===== src/sv/bpa_pkg.sv =====
// Package: shared types, codes and command/status structs for the buddy page allocator.
`default_nettype none
package bpa_pkg;
  localparam int MAX_PAGES = 4096;
  localparam int LEVELS    = 13;

  localparam logic [1:0] ACT_FREE   = 2'd0;
  localparam logic [1:0] ACT_ALLOC  = 2'd1;
  localparam logic [1:0] ACT_MERGE  = 2'd2;
  localparam logic [1:0] ACT_UNUSED = 2'd3;
  localparam logic [1:0] ST_DONE    = 2'd0;
  localparam logic [1:0] ST_ALLOC   = 2'd1;
  localparam logic [1:0] ST_NOSPC   = 2'd2;

  typedef enum logic [3:0] {
    S_CLEAR, S_IDLE, S_FREE, S_FIND, S_FIND_WAIT, S_FIND_CHK, S_TAKE,
    S_MERGE, S_MERGE_WAIT, S_MERGE_CHK, S_OUT
  } state_t;

  // controller -> datapath
  typedef struct packed {
    logic clr_step;     // clear one map bit
    logic load;         // latch request
    logic free_step;    // one give_run bit
    logic find_start;   // reset find level/page
    logic find_rd;      // read map at find pointer
    logic find_adv;     // move find pointer
    logic take;         // clear found bit, set up tail give_run
    logic merge_start;  // reset merge pointer
    logic merge_act;    // act on read bit, advance
    logic set_nospc;
    logic set_alloc;
    logic out_load;
  } cmd_t;

  // datapath -> controller
  typedef struct packed {
    logic clr_done;
    logic free_done;
    logic find_hit;
    logic find_fail;
    logic merge_last;
    logic need_merge;
    logic zero_count;
    logic [1:0] action;
  } stat_t;
endpackage
`default_nettype wire


===== src/sv/bpa_ctrl.sv =====
// Controller: sequencer for clear, free, allocate and merge.
`default_nettype none
module bpa_ctrl (
  input  wire logic          clk,
  input  wire logic          rst,
  input  wire logic          in_fire,
  input  wire logic          out_fire,
  input  wire bpa_pkg::stat_t st,
  output bpa_pkg::cmd_t       cmd,
  output logic               busy,
  output logic               out_valid
);
  bpa_pkg::state_t state, state_next;

  always_ff @(posedge clk) begin
    if (rst) state <= bpa_pkg::S_CLEAR;
    else state <= state_next;
  end

  always_comb begin
    state_next = state;
    case (state)
      bpa_pkg::S_CLEAR: if (st.clr_done) state_next = bpa_pkg::S_IDLE;
      bpa_pkg::S_IDLE: if (in_fire) begin
        case (st.action)
          bpa_pkg::ACT_FREE:  state_next = bpa_pkg::S_FREE;
          bpa_pkg::ACT_ALLOC: state_next = bpa_pkg::S_FIND;
          bpa_pkg::ACT_MERGE: state_next = bpa_pkg::S_MERGE;
          default:            state_next = bpa_pkg::S_OUT;
        endcase
      end
      bpa_pkg::S_FREE: if (st.free_done) state_next = bpa_pkg::S_OUT;
      bpa_pkg::S_FIND: begin
        if (st.zero_count || st.find_fail) state_next = bpa_pkg::S_OUT;
        else state_next = bpa_pkg::S_FIND_WAIT;
      end
      bpa_pkg::S_FIND_WAIT: state_next = bpa_pkg::S_FIND_CHK;
      bpa_pkg::S_FIND_CHK: begin
        if (st.find_hit) state_next = bpa_pkg::S_TAKE;
        else state_next = bpa_pkg::S_FIND;
      end
      bpa_pkg::S_TAKE: state_next = st.need_merge ? bpa_pkg::S_FREE : bpa_pkg::S_OUT;
      bpa_pkg::S_MERGE: state_next = bpa_pkg::S_MERGE_WAIT;
      bpa_pkg::S_MERGE_WAIT: state_next = bpa_pkg::S_MERGE_CHK;
      bpa_pkg::S_MERGE_CHK: state_next = st.merge_last ? bpa_pkg::S_OUT : bpa_pkg::S_MERGE;
      bpa_pkg::S_OUT: if (out_fire) state_next = bpa_pkg::S_IDLE;
      default: state_next = bpa_pkg::S_IDLE;
    endcase
    // free followed by merge (tail of allocate)
    if (state == bpa_pkg::S_FREE && st.free_done && st.need_merge)
      state_next = bpa_pkg::S_MERGE;
  end

  always_comb begin
    cmd = '0;
    busy = 1'b1;
    out_valid = 1'b0;
    case (state)
      bpa_pkg::S_CLEAR: cmd.clr_step = 1'b1;
      bpa_pkg::S_IDLE: begin
        busy = 1'b0;
        cmd.load = in_fire;
        cmd.find_start = in_fire;
        cmd.merge_start = in_fire;
      end
      bpa_pkg::S_FREE: begin
        cmd.free_step = 1'b1;
        cmd.merge_start = st.free_done;
        cmd.out_load = st.free_done && !st.need_merge;
      end
      bpa_pkg::S_FIND: begin
        cmd.find_rd = !(st.zero_count || st.find_fail);
        cmd.set_nospc = st.zero_count || st.find_fail;
        cmd.out_load = st.zero_count || st.find_fail;
      end
      // keep the read on the find pointer
      bpa_pkg::S_FIND_WAIT: cmd.find_rd = 1'b1;
      bpa_pkg::S_FIND_CHK: cmd.find_adv = !st.find_hit;
      bpa_pkg::S_TAKE: begin
        cmd.take = 1'b1;
        cmd.set_alloc = 1'b1;
        cmd.out_load = !st.need_merge;
      end
      bpa_pkg::S_MERGE_CHK: begin
        cmd.merge_act = 1'b1;
        cmd.out_load = st.merge_last;
      end
      bpa_pkg::S_OUT: out_valid = 1'b1;
      default: ;
    endcase
  end
endmodule
`default_nettype wire


===== config.mk =====
export PLATFORM = sky130hd
export DESIGN_NAME = bpa_ctrl
export DESIGN_NICKNAME = d
export VERILOG_FILES = /design/src/sv/bpa_pkg.sv /design/src/sv/bpa_ctrl.sv
export SDC_FILE = /design/constraint.sdc
export NUM_CORES = 1
export LEC_CHECK = 0
export ABC_AREA = 1
export BUFFER_PORTS_ARGS = -buffer_cell sky130_fd_sc_hd__buf_2
export CORE_MARGIN = 8
export CORE_UTILIZATION = 31
export CTS_BUF_LIST = sky130_fd_sc_hd__clkbuf_4 sky130_fd_sc_hd__clkbuf_8
export DETAILED_ROUTE_END_ITERATION = 7
export GPL_ROUTABILITY_DRIVEN = 0
export PLACE_DENSITY = 0.59
export SYNTH_ARGS = -nofsm -noshare
export SYNTH_HDL_FRONTEND = slang
export SYNTH_SLANG_ARGS = --single-unit

===== constraint.sdc =====
create_clock -name clk -period 2.8 [get_ports clk]
set_clock_uncertainty 0.1 [all_clocks]
set_input_delay 0.14 -clock clk [delete_from_list [all_inputs] [get_ports clk]]
set_output_delay 0.14 -clock clk [all_outputs]
set_load 0.005 [all_outputs]

==> impl_metrics.tcl <==
set metrics [dict create \
    outcome "complete, no violations" \
    synth_top_area_share_pct 21.8 \
    first_pass_iters 4 \
    top_regs "state: 4 flops" \
    cp_slowest_cell "dfxtp_1" \
    yosys.area.top_type "nand2_1" \
    switchingPower_uw 330 \
    r2r_setup_slack_ns 1.43 \
    p_clk_share_pct 11.3 \
    grt_max_degree 8 \
    tns_ns 0 \
    final_nets 155 \
    multi_input_area_sq_um 393 \
    finalMaxSlewViolations 0 \
    pwr-share-seq_pct 18.6 \
    period_share_pct 55.5 \
    hp-start "rst" \
    yosysSeqAreaShare_pct 13.7 \
    post-cts-setup-buffers 0 \
    tritoncts "done" \
    core_area_sq_um 1750 \
    largest_register "state" \
    hold_class "input port to register" \
    cts_resized 0 \
    cts-root-buf "clkbuf_4" \
    drive_above_1_share_pct 36.2 \
    cts_buffer_depth 2 \
    r2r-start "state[3]" \
    grt_use_total_pct 9.76 \
    port-buffer-count 26 \
    synth_mux_area_share_pct 0 \
    whs_ns 0.0106 \
    cts_sinks 4 \
    synth-compound-area-share_pct 6.84 \
    vias 710 \
    critPathKind "register to output port" \
    wirelength_um 1600 \
    area_growth_pct 28.8 \
    yosys.cell_types.count 17 \
    crit_fanout 5 \
    fmax_ghz 0.644 \
    yosysWarningCount 0 \
    whs_endpoint "state[2]" \
    cts_made_buffers 3 \
    synth-seq-cells 4 \
    clkTransAtPathRegs_ns 0.04 \
    dpl.hpwl_um 1410 \
    synthTopCellsByArea "nand2_1 22%, dfxtp_1 14%, inv_1 13%" \
    avgRoutedWirePerCell_um 9.80 \
    power_per_cell_area_nw_per_um2 820 \
    h-tree-depth 1 \
    rsz0062_at_grt "false" \
    start_kind "register" \
    whs_path_depth 2 \
    p_sw_share_pct 53.3 \
    crit_path_max_incr_delay_ns 0.42 \
    synthCells 111 \
    finalPower_uw 619 \
    largest_register_ff_count 4 \
    worstMarginPinSlew_ns 0.256 \
    synth_top_family_by_area "simple AND/OR/NAND/NOR gates" \
    clk_latency_ns 0.23 \
    timing.critical_path.mode_cell "nor2_2" \
    synthAdderAreaFrac_pct 4.27 \
    p_leak_uw 0.000493 \
    antenna_found_initial 0 \
    row_count 15 \
    synthSimpleGateAreaFrac_pct 56.0 \
    syn_area_per_cell_sq_um 5.28 \
    final.min_clock_period_ns 1.55 \
    r2r_end "state[0]" \
    synthesis.nets 126 \
    r2r_cells 9 \
    yosys.area_share.xor_xnor_pct 0 \
    intPower_uw 289 \
    crit_path_end_kind "output port" \
    maxCapViolCount 0 \
    register_area_sq_um 80.1 \
    hold_buffers 0 \
    drc 0 \
    maxSlewHeadroom_pct 82.9 \
    die_w_um 59.5 \
    dieArea_sq_um 3540 \
    ant_nets 0 \
    grt_pass1_wl_um 2670 \
    crit_chain "inv_2 > nor2_2 > nand2_2 > nor2_2 > nand2_1 > nand3_1 > buf_2" \
    grt_pass1_vias 664 \
    io_pins 27 \
    via_per_inst 4.36 \
    start_util_pct 33.5 \
    antenna_cells 0 \
    grt.overflow.total 0 \
    finalHoldViolCount 0 \
    worstPathRequired_ns 2.56 \
    dieHeight_um 59.5 \
    n_fill_cell 200 \
    drt_iter0_drc 23 \
    combPwrFrac_pct 70.1 \
    setup_viol 0 \
    synth_area_sq_um 586 \
    crit_arrival_ns 1.31 \
    peakVddDrop_mv 0.340 \
]
## cell families after synthesis
logic type | count (synthesis)
compound gates | 7
fa+ha+maj | 2
buf+inv | 28
flops | 4
simple gates | 70
## final cells by class
type,instances,area share (%)
Multi-Input combinational cell,79,52.1
Timing Repair Buffer,26,17.2
Inverter,26,12.9
Sequential cell,4,10.6
Tap cell,25,4.15
Clock buffer,3,2.99
## critical path: cells and delay by family (launching register included)
kind	cells	cell delay, ns
and+or+nand+nor	5	0.46
DFF	1	0.42
buffers and inverters	2	0.20
## stage by stage
stage | cell area (sq um) | std cells | utilization [%] | worst slack (ns)
2_1_floorplan | 586 | 111 | - | 1.57
3_3_place_gp | 732 | 160 | 41.9 | 1.44
3_5_place_dp | 732 | 160 | 41.9 | 1.44
4_1_cts | 754 | 163 | 43.2 | 1.22
5_1_grt | 754 | 163 | 43.2 | 1.10
6_report | 754 | 163 | 43.2 | 1.25
## synth_stat cells
cell and count:
nand3b_1 2, nor3_1 1, dfxtp_1 4, nor2_2 8, nor2_1 11, nand2_2 5, nand2_1 34, inv_2 5
nand3_1 7, a21oi_1 3, buf_4 2, o22ai_1 1, nor2_4 2, inv_1 21, o21ai_1 2, ha_1 2
o21ai_2 1
## routing by layer
metal	track usage, %	vias to the layer above	share of wire (%)
met5	0	-	0
met4	5.12	0	2.1
met2	13.4	33	40
li1	-	382	-
met3	3.69	4	6.8
met1	12.6	291	51
## worst max path at each step
stage / startpoint / endpoint / slack, ns / cells after the start
global route: state[1] / cmd[0] / 1.10 / 7
detailed placement: state[3] / state[0] / 1.44 / 9
CTS: state[1] / cmd[0] / 1.22 / 7
global placement: state[1] / state[0] / 1.44 / 9
finish: state[1] / cmd[0] / 1.25 / 7
floorplan: state[0] / cmd[10] / 1.57 / 5
## cell usage in the layout (no fill, tap or decap)
cell type,count
nand3b_1,2
nand3_1,7
inv_1,21
nor2_4,2
clkbuf_4,3
o21ai_1,2
nand2_2,5
o22ai_1,1
nor2_1,11
nor2_2,8
buf_2,26
a21oi_1,3
nand2_1,34
dfxtp_1,4
inv_2,5
o21ai_2,1
nor3_1,1
ha_1,2
## power groups by stage
stage | registers, uW | clock network (uW) | logic [uW]
after floorplan | 109 | 0 | 320
after global placement | 116 | 0 | 437
after detailed placement | 116 | 0 | 435
after CTS | 115 | 72.5 | 438
after global routing | 119 | 77.7 | 490
final | 115 | 70.0 | 434
No activity file was read; power rests on OpenSTA's default activity.
